### config.mk
export PLATFORM = sky130hd
export DESIGN_NAME = fat_dir_entry_decoder_flat
export DESIGN_NICKNAME = d
export VERILOG_FILES = /design/src/rtl/fdd_pkg.sv /design/src/rtl/fdd_entry_if.sv /design/src/rtl/fdd_record_if.sv /design/src/rtl/fdd_accum.sv /design/src/rtl/fdd_classify.sv /design/src/rtl/fat_dir_entry_decoder.sv /design/src/flat_wrapper.sv
export SDC_FILE = /design/constraint.sdc
export NUM_CORES = 1
export LEC_CHECK = 0
export ABC_AREA = 0
export BUFFER_PORTS_ARGS = -buffer_cell sky130_fd_sc_hd__buf_2
export CAP_MARGIN = 15
export CORE_AREA = 2 2 155 157
export CTS_CLUSTER_SIZE = 25
export DETAILED_ROUTE_END_ITERATION = 8
export DIE_AREA = 0 0 157 159
export PLACE_DENSITY = 0.77
export SLEW_MARGIN = 0
export SYNTH_ARGS = -nofsm -noshare
export SYNTH_HDL_FRONTEND = slang
export SYNTH_HIERARCHICAL = 1
export SYNTH_SLANG_ARGS = --single-unit
export TNS_END_PERCENT = 50
### constraint.sdc
create_clock -name clk -period 20.3 [get_ports clk]
set_input_delay 4.06 -clock clk [delete_from_list [all_inputs] [get_ports clk]]
set_output_delay 4.06 -clock clk [all_outputs]
set_load 0.01 [all_outputs]
### src/rtl/fdd_pkg.sv
// Shared types, constants and byte helpers for the FAT directory entry decoder.
// No dependencies.
package fdd_pkg;

  localparam int unsigned POS_W = 5;

  localparam logic [POS_W-1:0] POS_FIRST      = 5'd0;
  localparam logic [POS_W-1:0] POS_EXT_FIRST  = 5'd8;
  localparam logic [POS_W-1:0] POS_ATTR       = 5'd11;
  localparam logic [POS_W-1:0] POS_CLUSTER_LO = 5'd26;
  localparam logic [POS_W-1:0] POS_CLUSTER_HI = 5'd27;
  localparam logic [POS_W-1:0] POS_SIZE_FIRST = 5'd28;
  localparam logic [POS_W-1:0] POS_LAST       = 5'd31;

  localparam int unsigned DIR_BIT = 4;

  localparam logic [7:0] SPACE_CHAR   = 8'h20;
  localparam logic [7:0] DELETED_MARK = 8'hE5;
  localparam logic [7:0] KANJI_MARK   = 8'h05;

  typedef enum logic [1:0] {
    ST_INVALID = 2'd0,
    ST_SKIPPED = 2'd1,
    ST_FILE    = 2'd2,
    ST_DIR     = 2'd3
  } status_t;

  typedef struct packed {
    logic        done;
    logic        bad;
    logic        is_dir;
    logic [15:0] cluster;
    logic [31:0] size;
    logic [23:0] ext;
    logic [63:0] name;
  } entry_t;

  function automatic logic is_forbidden(input logic [7:0] c);
    logic hit;
    case (c)
      8'h22, 8'h2A, 8'h2B, 8'h2C, 8'h2E, 8'h2F, 8'h3A, 8'h3B,
      8'h3C, 8'h3D, 8'h3E, 8'h3F, 8'h5B, 8'h5C, 8'h5D, 8'h7C: hit = 1'b1;
      default: hit = 1'b0;
    endcase
    return hit;
  endfunction

  function automatic logic [3:0] name_trim_len(input logic [63:0] name);
    logic [3:0] len;
    logic       trailing;
    len      = 4'd8;
    trailing = 1'b1;
    for (int i = 7; i >= 0; i--) begin
      if (trailing && name[i*8 +: 8] == SPACE_CHAR) begin
        len = 4'(i);
      end else begin
        trailing = 1'b0;
      end
    end
    return len;
  endfunction

  function automatic logic [1:0] ext_trim_len(input logic [23:0] ext);
    logic [1:0] len;
    logic       trailing;
    len      = 2'd3;
    trailing = 1'b1;
    for (int i = 2; i >= 0; i--) begin
      if (trailing && ext[i*8 +: 8] == SPACE_CHAR) begin
        len = 2'(i);
      end else begin
        trailing = 1'b0;
      end
    end
    return len;
  endfunction

  function automatic logic [63:0] keep_name(input logic [63:0] name, input logic [3:0] len);
    logic [63:0] kept;
    for (int i = 0; i < 8; i++) begin
      kept[i*8 +: 8] = (4'(i) < len) ? name[i*8 +: 8] : 8'h00;
    end
    return kept;
  endfunction

  function automatic logic [23:0] keep_ext(input logic [23:0] ext, input logic [1:0] len);
    logic [23:0] kept;
    for (int i = 0; i < 3; i++) begin
      kept[i*8 +: 8] = (2'(i) < len) ? ext[i*8 +: 8] : 8'h00;
    end
    return kept;
  endfunction

endpackage

### src/rtl/fdd_entry_if.sv
// Byte request channel of the directory entry decoder.
// Depends on fdd_pkg.
interface fdd_entry_if import fdd_pkg::*; ();
  logic       valid;
  logic       ready;
  logic [7:0] entry_byte;
  logic       entry_start;

  modport source (output valid, output entry_byte, output entry_start, input ready);
  modport sink (input valid, input entry_byte, input entry_start, output ready);
endinterface

### src/rtl/fdd_record_if.sv
// Record request channel of the directory entry decoder.
// Depends on fdd_pkg.
interface fdd_record_if import fdd_pkg::*; ();
  logic        valid;
  logic        ready;
  status_t     status;
  logic [15:0] first_cluster;
  logic [31:0] file_size;
  logic [63:0] name_chars;
  logic [3:0]  name_length;
  logic [23:0] ext_chars;
  logic [1:0]  ext_length;

  modport source (output valid, output status, output first_cluster, output file_size,
                  output name_chars, output name_length, output ext_chars,
                  output ext_length, input ready);
  modport sink (input valid, input status, input first_cluster, input file_size,
                input name_chars, input name_length, input ext_chars,
                input ext_length, output ready);
endinterface

### src/rtl/fdd_accum.sv
// Input register, byte position counter and raw entry field stores.
// Depends on fdd_pkg and fdd_entry_if.
module fdd_accum import fdd_pkg::*; (
  input  logic       clk,
  input  logic       rst,
  fdd_entry_if.sink  entry,
  input  logic       take,
  output entry_t     fields
);

  logic             stage_valid;
  logic [7:0]       stage_byte;
  logic             stage_start;
  logic [POS_W-1:0] position;
  logic [63:0]      name;
  logic [23:0]      ext;
  logic             is_dir;
  logic [15:0]      cluster;
  logic [31:0]      size;
  logic             bad;

  logic [POS_W-1:0] pos;
  logic             last;
  logic             advance;
  logic [63:0]      name_next;
  logic [23:0]      ext_next;
  logic             is_dir_next;
  logic [15:0]      cluster_next;
  logic [31:0]      size_next;
  logic             bad_next;

  assign pos     = stage_start ? POS_FIRST : position;
  assign last    = (pos == POS_LAST);
  assign advance = stage_valid && (!last || take);
  assign entry.ready = !stage_valid || advance;

  always_comb begin
    logic first;
    first        = (pos == POS_FIRST);
    name_next    = first ? '0 : name;
    ext_next     = first ? '0 : ext;
    is_dir_next  = first ? 1'b0 : is_dir;
    cluster_next = first ? '0 : cluster;
    size_next    = first ? '0 : size;
    bad_next     = first ? 1'b0 : bad;
    if (pos < POS_EXT_FIRST) begin
      name_next[pos[2:0]*8 +: 8] = stage_byte;
      bad_next = bad_next | is_forbidden(stage_byte);
    end else if (pos < POS_ATTR) begin
      ext_next[pos[1:0]*8 +: 8] = stage_byte;
    end else if (pos == POS_ATTR) begin
      is_dir_next = stage_byte[DIR_BIT];
    end else if (pos == POS_CLUSTER_LO || pos == POS_CLUSTER_HI) begin
      cluster_next[pos[0]*8 +: 8] = stage_byte;
    end else if (pos >= POS_SIZE_FIRST) begin
      size_next[pos[1:0]*8 +: 8] = stage_byte;
    end
  end

  always_ff @(posedge clk) begin
    if (rst) begin
      stage_valid <= 1'b0;
      position    <= POS_FIRST;
    end else begin
      if (entry.valid && entry.ready) begin
        stage_valid <= 1'b1;
      end else if (advance) begin
        stage_valid <= 1'b0;
      end
      if (advance) begin
        position <= pos + 5'd1;
      end
    end
  end

  always_ff @(posedge clk) begin
    if (entry.valid && entry.ready) begin
      stage_byte  <= entry.entry_byte;
      stage_start <= entry.entry_start;
    end
    if (advance) begin
      name    <= name_next;
      ext     <= ext_next;
      is_dir  <= is_dir_next;
      cluster <= cluster_next;
      size    <= size_next;
      bad     <= bad_next;
    end
  end

  assign fields = '{
    done:    stage_valid && last,
    bad:     bad_next,
    is_dir:  is_dir_next,
    cluster: cluster_next,
    size:    size_next,
    ext:     ext_next,
    name:    name_next
  };

endmodule

### src/rtl/fdd_classify.sv
// Trim, classify and hold one finished entry in the record register.
// Depends on fdd_pkg and fdd_record_if.
module fdd_classify import fdd_pkg::*; (
  input  logic         clk,
  input  logic         rst,
  input  entry_t       fields,
  output logic         take,
  fdd_record_if.source record
);

  logic        rec_valid;
  status_t     status_next;
  logic [3:0]  nlen;
  logic [1:0]  elen;
  logic [63:0] nchars;
  logic [23:0] echars;
  logic        keep;

  assign take = !rec_valid || record.ready;

  always_comb begin
    logic [7:0] first;
    nlen   = name_trim_len(fields.name);
    elen   = ext_trim_len(fields.ext);
    nchars = keep_name(fields.name, nlen);
    echars = keep_ext(fields.ext, elen);
    first  = nchars[7:0];
    priority if (fields.bad) begin
      status_next = ST_INVALID;
    end else if (!fields.is_dir && (first == DELETED_MARK || fields.size == '0)) begin
      status_next = ST_SKIPPED;
    end else if (fields.is_dir) begin
      status_next = ST_DIR;
      if (first == KANJI_MARK) begin
        nchars[7:0] = DELETED_MARK;
      end
    end else begin
      status_next = ST_FILE;
    end
    keep = (status_next == ST_FILE) || (status_next == ST_DIR);
  end

  always_ff @(posedge clk) begin
    if (rst) begin
      rec_valid <= 1'b0;
    end else if (fields.done && take) begin
      rec_valid <= 1'b1;
    end else if (record.ready) begin
      rec_valid <= 1'b0;
    end
  end

  always_ff @(posedge clk) begin
    if (fields.done && take) begin
      record.status        <= status_next;
      record.first_cluster <= keep ? fields.cluster : '0;
      record.file_size     <= keep ? fields.size : '0;
      record.name_chars    <= keep ? nchars : '0;
      record.name_length   <= keep ? nlen : '0;
      record.ext_chars     <= keep ? echars : '0;
      record.ext_length    <= keep ? elen : '0;
    end
  end

  assign record.valid = rec_valid;

endmodule

### src/rtl/fat_dir_entry_decoder.sv
// Top level of the FAT directory entry decoder.
// Depends on fdd_pkg, fdd_entry_if, fdd_record_if, fdd_accum and fdd_classify.
//
// Takes one entry byte per cycle, save while a last byte holds (see below),
// and gives one record after byte 31 of each entry. A byte is held in the
// input register, then placed in the field stores; the last byte of an entry
// goes through trimming and classification in the same cycle and lands in
// the record register, which is loaded as byte 31 leaves the input register.
// The record register is the only buffer on the output: while a record
// waits, bytes keep flowing until the next entry's last byte, which holds
// until the record is taken. entry_start restarts the byte position and
// drops any partial entry; without it the position wraps after byte 31.
module fat_dir_entry_decoder import fdd_pkg::*; (
  input  logic         clk,
  input  logic         rst,
  fdd_entry_if.sink    entry,
  fdd_record_if.source record
);

  entry_t fields;
  logic   take;

  fdd_accum u_accum (
    .clk    (clk),
    .rst    (rst),
    .entry  (entry),
    .take   (take),
    .fields (fields)
  );

  fdd_classify u_classify (
    .clk    (clk),
    .rst    (rst),
    .fields (fields),
    .take   (take),
    .record (record)
  );

  a_last_holds: assert property (@(posedge clk) disable iff (rst)
    fields.done && !take |-> !entry.ready)
    else $error("input taken while last byte is blocked");

  a_last_lands: assert property (@(posedge clk) disable iff (rst)
    fields.done && take |=> record.valid)
    else $error("finished entry produced no record");

  a_drop_zero: assert property (@(posedge clk) disable iff (rst)
    record.valid && (record.status == ST_INVALID || record.status == ST_SKIPPED)
    |-> record.file_size == '0 && record.name_length == '0 && record.ext_length == '0)
    else $error("dropped record carries data");

  a_file_size: assert property (@(posedge clk) disable iff (rst)
    record.valid && record.status == ST_FILE |-> record.file_size != '0)
    else $error("empty file reported as file");

endmodule
### src/flat_wrapper.sv
// flat-port wrapper written by rule: the top's interface ports become plain ports
module fat_dir_entry_decoder_flat import fdd_pkg::*;
  (clk, rst, entry_valid, entry_entry_byte, entry_entry_start, entry_ready, record_valid, record_status, record_first_cluster, record_file_size, record_name_chars, record_name_length, record_ext_chars, record_ext_length, record_ready);
  fdd_entry_if entry_i ();
  fdd_record_if record_i ();
  input  logic clk;
  input  logic rst;
  input wire logic [$bits(entry_i.valid)-1:0] entry_valid;
  input wire logic [$bits(entry_i.entry_byte)-1:0] entry_entry_byte;
  input wire logic [$bits(entry_i.entry_start)-1:0] entry_entry_start;
  output wire logic [$bits(entry_i.ready)-1:0] entry_ready;
  output wire logic [$bits(record_i.valid)-1:0] record_valid;
  output wire logic [$bits(record_i.status)-1:0] record_status;
  output wire logic [$bits(record_i.first_cluster)-1:0] record_first_cluster;
  output wire logic [$bits(record_i.file_size)-1:0] record_file_size;
  output wire logic [$bits(record_i.name_chars)-1:0] record_name_chars;
  output wire logic [$bits(record_i.name_length)-1:0] record_name_length;
  output wire logic [$bits(record_i.ext_chars)-1:0] record_ext_chars;
  output wire logic [$bits(record_i.ext_length)-1:0] record_ext_length;
  input wire logic [$bits(record_i.ready)-1:0] record_ready;
  assign entry_i.valid = entry_valid;
  assign entry_i.entry_byte = entry_entry_byte;
  assign entry_i.entry_start = entry_entry_start;
  assign entry_ready = entry_i.ready;
  assign record_valid = record_i.valid;
  assign record_status = record_i.status;
  assign record_first_cluster = record_i.first_cluster;
  assign record_file_size = record_i.file_size;
  assign record_name_chars = record_i.name_chars;
  assign record_name_length = record_i.name_length;
  assign record_ext_chars = record_i.ext_chars;
  assign record_ext_length = record_i.ext_length;
  assign record_i.ready = record_ready;
  fat_dir_entry_decoder u_core (.clk(clk), .rst(rst), .entry(entry_i), .record(record_i));
endmodule
Yosys cells after proc, flatten, opt, wreduce, memory -nomap -nowiden
Cells that the tools add are included.
{"block": "word_totals", "reg_bits": 298, "output_inout_bits": 146}
{"block": "classes", "add_sub_neg": 4, "order_cmp": 14, "eq_ne": 35, "n_shift": 8, "muxes": 61, "bitwise": 1, "reduce_logical": 39}
{"cell": "$mux 32", "count": 6}
{"cell": "$eq 8x6->1 const B", "count": 23}
{"cell": "$mux 64", "count": 2}
{"cell": "$mux 16", "count": 5}
{"cell": "$mux 24", "count": 3}
{"cell": "$bwmux 64", "count": 1}
{"cell": "$shift 8x34->64 const A", "count": 1}
{"cell": "$shiftx 8x34->64", "count": 1}
{"cell": "$mux 8", "count": 5}
{"cell": "$neg 4->34", "count": 1}
{"cell": "$neg 5->34", "count": 1}
{"cell": "$neg 6->34", "count": 1}
{"cell": "$shift 8x34->16 const A", "count": 1}
{"cell": "$shift 8x34->24 const A", "count": 1}
{"cell": "$shift 8x34->32 const A", "count": 1}
{"cell": "$shiftx 8x34->16", "count": 1}
{"cell": "$shiftx 8x34->24", "count": 1}
{"cell": "$shiftx 8x34->32", "count": 1}
{"cell": "$bwmux 32", "count": 1}
{"cell": "$eq 8x7->1 const B", "count": 4}
{"cell": "$logic_not 32->1", "count": 1}
{"cell": "$mux 4", "count": 8}
{"cell": "$bwmux 24", "count": 1}
{"cell": "$mux 1", "count": 23}
{"cell": "24 further kinds", "count": 68}

Depth between registers and ports, before layout
Gate-level depths: netlist of the first run.
{"block": "logic_depth", "word_depth": 31, "mapped_depth": 18, "ltp_nobuf": 13}

Hierarchy
Netlist of the first run, hierarchy kept.
{"mod": "fdd_accum", "instances": 1, "cells_per_inst": 541, "area_each_um2": 7148.1}
{"mod": "fdd_classify", "instances": 1, "cells_per_inst": 380, "area_each_um2": 5915.7}

Worst setup path before layout of the first run
OpenSTA, ideal clock, no wires.
{"block": "synth_path", "path_kind": "input to register", "startpoint": "input port record_ready", "endpoint": "register u_core.u_accum.position[3]", "setup_time_ns": 0.120, "t_arrival_ns": 11.166, "slack_ns": 9.013, "path_stages": 5, "path_buffers": 0, "cell_sequence": "nand2b_1 > nor2b_1 > nor2_1 > a41oi_1 > a311oi_1"}
{"block": "synth_via", "elab_chain_len": 3}
{"item": "start, declared", "line": "flat_wrapper.sv:20", "source": "input wire logic [$bits(record_i.ready)-1:0] record_ready;"}
{"item": "$logic_or 1x1->1", "line": "fdd_classify.sv:19", "source": "assign take = !rec_valid || record.ready;"}
{"item": "$logic_or 1x1->1", "line": "fdd_accum.sv:34", "source": "assign advance = stage_valid && (!last || take);"}
{"item": "$logic_and 1x1->1", "line": "fdd_accum.sv:34"}
{"item": "via u_core.u_accum.advance", "line": "fdd_accum.sv:24", "source": "logic advance;"}
{"item": "end signal, assigned", "line": "fdd_accum.sv:71", "source": "position <= pos + 5'd1;"}
{"item": "end, declared", "line": "fdd_accum.sv:14", "source": "logic [POS_W-1:0] position;"}
The timed path passes the listed nets, and every way through them passes these cells.
A chain may end at the register's enable or synchronous reset.

Worst setup path after layout of the first run
{"block": "layout_path", "startpoint": "input port record_ready", "endpoint": "output port entry_ready"}
{"block": "layout_via", "elab_chain_len": 4}
{"item": "$logic_or 1x1->1", "line": "fdd_classify.sv:19"}
{"item": "via u_core.take", "line": "fat_dir_entry_decoder.sv:21", "source": "logic take;"}
{"item": "$logic_or 1x1->1", "line": "fdd_accum.sv:34"}
{"item": "$logic_and 1x1->1", "line": "fdd_accum.sv:34"}
{"item": "$logic_or 1x1->1", "line": "fdd_accum.sv:35", "source": "assign entry.ready = !stage_valid || advance;"}
{"item": "end, declared", "line": "flat_wrapper.sv:11", "source": "output wire logic [$bits(entry_i.ready)-1:0] entry_ready;"}
The timed path passes the listed nets, and every way through them passes these cells.

==> out/qor_table.md, run 1 <==
| Quantity | Value |
|:---|:---|
| Setup fix buffers added after clock tree synthesis | 0 |
| Sequential group share of total power | 53.0% |
| Core outline area | 23,200 um2 |
| Initial cell density of the core | 56.3% |
| Combinational power share | 6.7% |
| Peak Freq | 0.115 GHz |
| Post-synthesis instance total | 921 |
| Clock transition at the registers of the reported paths | 0.06 ns |
| Multiplexer fraction of the synthesized cell area | 4.44% |
| # hold bufs at CTS | 0 |
| Clock latency reported for the late side of the worst-skew pair | 0.56 ns |
| Startpoint type of the worst setup path | input pin |
| Largest voltage drop on the vdd net | 0.0638 mV |
| Standard-cell row count | 56 |
| Post-Synth Simple-Gate Area | 15.8% |
| Remaining global-route overflow | 0 |
| Required time of the worst setup path | 16.24 ns |
| Number of buffers on the longest clock path | 3 |
| Most instantiated library cell after synthesis | sky130_fd_sc_hd__edfxtp_1 |
| Total power divided by cell area | 88.4 nW/um2 |
| Max Cap Violations | 0 |
| Total number of nets in the final design | 1,090 |
| Worst hold path class | reg2reg |
| Routability-driven placement congestion ratio | 0.848 |
| Number of iterations in the first detailed-routing pass | 5 |
| Clock tree from TritonCTS | done |
| Transition at the pin with the smallest max-transition slack | 1.11 ns |
| Result of the run | complete, no violations |
| Clock buffers created by TritonCTS | 30 |
| Number of levels the H-tree was split into | 1 |
| Final slew viol count | 0 |
| Die width | 157 um |
| Overall die height | 159 um |
| Relative slew slack | 25.9% |
| Yosys reg bits | 298 |
| Clk_skew | 0.0227 ns |
| Fraction of synthesized cell area in xor and xnor cells | 0% |
| Largest family of logic cells by synthesized area | simple AND/OR/NAND/NOR gates |
| Remaining DRCs | 0 |
| Setup repair after global routing missed its margin | false |
| Post-Syn Area per Cell | 14.2 um2 |
| Switch Pwr | 0.298 mW |
| Largest area contributor in the synthesized netlist | sky130_fd_sc_hd__edfxtp_1 |
| # IOs | 159 |
| Area of the mapped netlist | 13,100 um2 |
| Leakage component of the power | 5.57 nW |
| Number of resized instances in the post-cts repair step | 0 |
| Count of unique library cells instantiated by Yosys | 65 |
| Max FO, Critical Path | 4 |
| Adder and majority cell fraction of the synthesized area | 0.862% |
| Die Footprint | 25,000 um2 |
| Critical path arrival | 4.64 ns |
| Post-route fraction of the period consumed by the critical path | 42.9% |
| Clock power frac | 40.3% |
| FFs w/ async S/R, synth | 0% |
| Antenna fix cells | 0 |
| Count of final hold-check violations | 0 |
| Power, Total | 1.33 mW |
| Sum of net half-perimeters after detailed placement | 17,800 um |
| Crit Path Category | in2out |
| Global-route total usage across every layer | 22.7% |
| Clock tree sinks | 298 |
| Initial antenna violation count | 0 |
| Cells taking the most area after synthesis | sky130_fd_sc_hd__edfxtp_1 67%, sky130_fd_sc_hd__and2_1 6.3%, sky130_fd_sc_hd__mux2i_1 4.4% |
| Number of vias in the routed layout | 8,244 |
| Vias per inst | 5.86 |
| First-iteration detailed-routing DRC count | 694 |
| Share of the yosys chip area belonging to registers | 68.0% |
| Post-synthesis compound-gate area fraction | 7.82% |
| Switch share | 22.5% |
| Buffers added on ports | 158 |
| First-pass GRT wire length | 44,300 um |
| Post-route setup TNS | 0 ns |
| Final period demand of the worst path | 8.70 ns |
| Internal power summed over all cells | 1.03 mW |
| Number of endpoints failing setup at the final stage | 0 |
| Number of enable flip-flop cells after synthesis | 291 |
| Number of global-route vias before repair | 7,964 |
| YS warnings | 6 |
| Area growth from synthesis to final layout | 14.8% |
| Endpoint kind of the worst setup timing path | output pin |
| Share of final-layout standard cells stronger than drive strength 1 | 22.1% |
| Synthesized net count | 943 |
| Top cell type's share of synthesized area | 66.9% |
| Final ANT Viol Nets | 0 |
| Most numerous cell types in the synthesized netlist | 291 x sky130_fd_sc_hd__edfxtp_1, 131 x sky130_fd_sc_hd__and2_1, 110 x sky130_fd_sc_hd__nand2_1 |
| Drt total wl | 28,500 um |
| Largest net degree at the start of global routing | 89 |
| Drt wl/cell | 20.3 um |
| Leading register cell type out of synthesis | sky130_fd_sc_hd__edfxtp_1 |
| Root Driver | sky130_fd_sc_hd__clkbuf_16 |
## through the flow
stage	cell area (um2)	setup slack (ns)	utilization [%]	std cells	hold WS (ns)
6_report	15000	11.60	64.7	1408	0.574
3_3_place_gp	14000	11.64	60.5	1354	0.545
4_1_cts	15000	11.60	64.6	1407	0.577
3_5_place_dp	14000	11.60	60.5	1354	0.558
5_1_grt	15000	11.56	64.7	1408	0.583
2_1_floorplan	13100	9.01	-	921	0.528
## critical path: stages
cell and delay, ns:
sky130_fd_sc_hd__buf_2 0.09, sky130_fd_sc_hd__nand2b_1 0.19, sky130_fd_sc_hd__inv_1 0.10, sky130_fd_sc_hd__nand2_1 0.06, sky130_fd_sc_hd__buf_2 0.14
## state kept, by name (all words and copies together) (netlist names)
name / cells
u_core/u_classify/record.status: 2
u_core/u_accum/stage_start: 1
u_core/u_classify/record.name_length: 4
u_core/u_accum/stage_valid: 1
u_core/u_classify/record.ext_length: 2
u_core/u_accum/position: 5
u_core/u_accum/stage_byte: 8
u_core/u_accum/bad: 1
u_core/u_classify/record.first_cluster: 16
u_core/u_accum/is_dir: 1
u_core/u_classify/record.file_size: 32
u_core/u_accum/ext: 24
u_core/u_classify/record.name_chars: 64
u_core/u_accum/name: 64
u_core/u_accum/cluster: 16
u_core/u_accum/size: 32
u_core/u_classify/record.ext_chars: 24
u_core/u_classify/record.valid: 1
## worst paths after layout
check / start / to / slack (ns) / cells after the start
worst min register to register: u_core/u_accum/cluster[3] / u_core/u_accum/cluster[3] / 0.57 / 1
worst min-delay path: u_core/u_accum/cluster[3] / u_core/u_accum/cluster[3] / 0.57 / 1
worst max register to register: u_core/u_accum/stage_start / u_core/u_classify/record.ext_chars[13] / 14.60 / 14
worst max-delay path: record_ready / entry_ready / 11.60 / 5
## metal layers
layer  part of all wire, %  vias to the layer above  track usage, %
li1                      -                     3782               -
met1                    42                     4013            33.3
met2                    46                      394            34.8
met3                   9.3                       55            4.84
met4                   2.2                        0            6.30
met5                     0                        -               0
## kinds of logic (layout without fill, tap and decap cells)
| family | Yosys count | in the layout |
|---|---|---|
| buffers and inverters | 79 | 247 |
| and+or+nand+nor | 350 | 350 |
| AOI/OAI and AO/OA | 127 | 127 |
| muxes | 58 | 58 |
| DFF | 298 | 298 |
| adders and majority gates | 9 | 9 |
## layout make-up
class | instances | area, um2
clock buffers | 40 | 840
clock inverters | 13 | 116
fillers | 1709 | 8200
inverters | 28 | 110
multi-input cells | 544 | 3800
flip-flops and latches | 298 | 8880
well taps | 319 | 399
repair buffers | 166 | 851
## power groups by stage
stage	logic [mW]	registers, mW	clock network, mW
2_1_floorplan	0.0743	0.709	0
3_3_place_gp	0.0854	0.714	0
3_5_place_dp	0.0874	0.715	0
4_1_cts	0.0883	0.702	0.542
5_1_grt	0.0977	0.703	0.566
6_report	0.0888	0.703	0.534
## cells in the final DEF, fill, tap and decap left out, types with 12 or more instances in the layout
master / n
sky130_fd_sc_hd__o22ai_1: 16
sky130_fd_sc_hd__edfxtp_1: 291
sky130_fd_sc_hd__nand2_1: 110
sky130_fd_sc_hd__inv_1: 27
sky130_fd_sc_hd__buf_2: 158
sky130_fd_sc_hd__a21oi_1: 14
sky130_fd_sc_hd__nor4_1: 17
sky130_fd_sc_hd__nor2_1: 12
sky130_fd_sc_hd__mux2i_1: 58
sky130_fd_sc_hd__and2_1: 130
sky130_fd_sc_hd__a32o_1: 24
sky130_fd_sc_hd__clkbuf_16: 31
sky130_fd_sc_hd__a22o_1: 34
Note: power is estimated with default switching activity, not from simulation.
==> run 2: changes to the inputs <==
Clock period 20.3 ns to 8.9 ns, I/O delays scaled along.
==> run 2 against run 1 <==
Compared with the run above: worst hold slack worse by 0.0013 ns; combinational power up 130%; setup slack worse by 8.4 ns; largest cell class unchanged; largest power group unchanged; highest routed layer unchanged.
==> out/qor_table.md, run 2 (synthesis results as in run 1) <==
| Quantity | Value | vs previous |
|:---|:---|:---|
| Leakage component of the power | 5.57 nW | about the same |
| Die width | 157 um | unchanged |
| Number of levels the H-tree was split into | 1 | unchanged |
| Antenna fix cells | 0 | unchanged |
| Clock latency reported for the late side of the worst-skew pair | 0.54 ns | was 0.56 ns |
| First-pass GRT wire length | 45,100 um | was 44,300 um |
| Area growth from synthesis to final layout | 14.7% | was 14.8% |
| Startpoint type of the worst setup path | flip-flop | was input pin |
| Vias per inst | 5.92 | was 5.86 |
| Remaining DRCs | 0 | unchanged |
| Critical path arrival | 6.04 ns | was 4.64 ns |
| Remaining global-route overflow | 0 | unchanged |
| Max FO, Critical Path | 89 | was 4 |
| Share of final-layout standard cells stronger than drive strength 1 | 22.1% | about the same |
| Sum of net half-perimeters after detailed placement | 17,900 um | was 17,800 um |
| Final ANT Viol Nets | 0 | unchanged |
| Required time of the worst setup path | 9.28 ns | was 16.24 ns |
| Core occupancy in the finished layout | 64.6% | was 64.7% |
| Fill cell count | 1,674 | was 1,709 |
| # IOs | 159 | unchanged |
| Setup repair after global routing missed its margin | false | unchanged |
| Final design area excluding fillers | 15,000 um2 | about the same |
| Total number of nets in the final design | 1,091 | was 1,090 |
| Standard-cell row count | 56 | unchanged |
| Most used cells in the layout excluding fill and tap cells | 291 x sky130_fd_sc_hd__edfxtp_1, 158 x sky130_fd_sc_hd__buf_2, 130 x sky130_fd_sc_hd__and2_1, 110 x sky130_fd_sc_hd__nand2_1, 58 x sky130_fd_sc_hd__mux2i_1 | unchanged |
| Worst R2R Start | u_core/u_accum/stage_start | unchanged |
| Most common cell after layout, fill and taps aside | sky130_fd_sc_hd__edfxtp_1 | unchanged |
| Post-route fraction of the period consumed by the critical path | 63.5% |  |
| Number of iterations in the first detailed-routing pass | 5 | unchanged |
| Final period demand of the worst path | 5.65 ns |  |
| Global-route total usage across every layer | 23.1% | was 22.7% |
| Largest registers ranked by flip-flop count | u_core/u_accum/name: 64 flops, u_core/u_classify/record.name_chars: 64 flops | unchanged |
| Launch point of the critical path | u_core/u_accum/stage_start | was record_ready |
| Relative slew slack | 22.7% | was 25.9% |
| Setup slack on the worst flop-to-flop path | 3.25 ns | was 14.60 ns |
| Count of final hold-check violations | 0 | unchanged |
| Die Footprint | 25,000 um2 | unchanged |
| Number of buffers on the longest clock path | 3 | unchanged |
| Clk_skew | 0.0195 ns | was 0.0227 ns |
| Number of global-route vias before repair | 8,064 | was 7,964 |
| Worst setup slack after layout | 3.25 ns | was 11.60 ns |
| Setup fix buffers added after clock tree synthesis | 0 | unchanged |
| Largest voltage drop on the vdd net | 0.143 mV | was 0.0638 mV |
| Number of endpoints failing setup at the final stage | 0 | unchanged |
| Max Cap Violations | 0 | unchanged |
| First-iteration detailed-routing DRC count | 820 | was 694 |
| Post-route setup TNS | 0 ns | unchanged |
| Clock buffers created by TritonCTS | 29 | was 30 |
| # hold bufs at CTS | 0 | unchanged |
| Worst hold path class | reg2reg | unchanged |
| Initial antenna violation count | 0 | unchanged |
| Result of the run | complete, no violations | unchanged |
| Register area | 8880 um2 | unchanged |
| Instance area after placement | 14,000 um2 | about the same |
| Peak Freq | 0.177 GHz |  |
| Largest net degree at the start of global routing | 93 | was 89 |
| Transition at the pin with the smallest max-transition slack | 1.15 ns | was 1.11 ns |
| Power, Total | 2.99 mW | was 1.33 mW |
| Clock tree sinks | 298 | unchanged |
| Crit Path Category | reg2reg | was in2out |
| Drt wl/cell | 20.8 um | was 20.3 um |
| Overall die height | 159 um | unchanged |
| Core outline area | 23,200 um2 | unchanged |
| Initial cell density of the core | 56.3% | unchanged |
| Clock tree from TritonCTS | done | unchanged |
| Clock transition at the registers of the reported paths | 0.07 ns | was 0.06 ns |
| Setup slack after placement | 3.41 ns | was 11.60 ns |
| Routability-driven placement congestion ratio | 0.902 | was 0.848 |
| Endpoint kind of the worst setup timing path | flip-flop | was output pin |
| Area of the multi-input gates | 3800 um2 | unchanged |
| Total power divided by cell area | 199 nW/um2 | was 88.4 nW/um2 |
| Number of resized instances in the post-cts repair step | 0 | unchanged |
| Buffers added on ports | 158 | unchanged |
| Number of vias in the routed layout | 8,325 | was 8,244 |
| Drt total wl | 29,300 um | was 28,500 um |
| Final slew viol count | 0 | unchanged |
| Root Driver | sky130_fd_sc_hd__clkbuf_16 | unchanged |
| Launch point of the worst hold path | u_core/u_accum/cluster[2] | was u_core/u_accum/cluster[3] |
[run 2: cell count changes in the layout (fill, tap and decap cells not counted)]
cell	previous run	this run
sky130_fd_sc_hd__buf_16	0	1
sky130_fd_sc_hd__buf_4	7	8
sky130_fd_sc_hd__clkbuf_1	6	9
sky130_fd_sc_hd__clkbuf_16	31	29
sky130_fd_sc_hd__clkbuf_8	3	5
sky130_fd_sc_hd__clkinv_1	3	0
sky130_fd_sc_hd__clkinv_2	6	5
sky130_fd_sc_hd__clkinvlp_4	2	0
[run 2: cell type report]
type                    count  share of cell area, %
clock inverters             7                  0.568
multi-input cells         544                   25.4
repair buffers            168                   5.91
inverters                  28                  0.735
clock buffers              43                   5.53
well taps                 319                   2.66
flip-flops and latches    298                   59.2
[run 2: worst paths after layout]
kind | endpoint | cells after the start
worst min register to register | u_core/u_accum/cluster[2] | 1
worst max-delay path | u_core/u_classify/record.name_length[0] | 14
worst max register to register | u_core/u_classify/record.name_length[0] | 14
worst min-delay path | u_core/u_accum/cluster[2] | 1
[run 2: power breakdown]
part | switching (mW) | internal (mW) | total [mW] | leakage [nW]
combinational | 0.148 | 0.0558 | 0.204 | 2.38
clock | 0.492 | 0.695 | 1.19 | 0.452
sequential | 0.0239 | 1.57 | 1.60 | 2.74
total | 0.664 | 2.32 | 2.99 | 5.57
[run 2: layer usage]
metal | vias to the layer above | track usage (%) | routed length (um)
met3 | 44 | 4.06 | 2450
met2 | 405 | 35.5 | 13600
met5 | - | 0 | 0
met4 | 0 | 6.17 | 552
li1 | 3776 | - | -
met1 | 4100 | 34.4 | 12600
[run 2: worst max-delay path, cell delays in order (launching register included)]
cell                        delay, ns
sky130_fd_sc_hd__edfxtp_1        0.64
sky130_fd_sc_hd__nor2b_4         0.42
sky130_fd_sc_hd__inv_6           0.17
sky130_fd_sc_hd__ha_1            0.35
sky130_fd_sc_hd__ha_1            0.42
sky130_fd_sc_hd__inv_1           0.10
sky130_fd_sc_hd__o2111ai_1       0.50
sky130_fd_sc_hd__nand3_1         0.30
sky130_fd_sc_hd__o21ai_0         0.22
sky130_fd_sc_hd__and3_1          0.32
sky130_fd_sc_hd__a41oi_1         0.23
sky130_fd_sc_hd__o31a_2          0.72
sky130_fd_sc_hd__buf_4           0.70
sky130_fd_sc_hd__nand2_1         0.15
sky130_fd_sc_hd__a31oi_1         0.17
[run 2: metrics by stage]
step | hold WS [ns] | instances
2_1_floorplan | 0.528 | 921
6_report | 0.572 | 1407
4_1_cts | 0.571 | 1405
5_1_grt | 0.597 | 1407
3_5_place_dp | 0.553 | 1355
3_3_place_gp | 0.550 | 1355
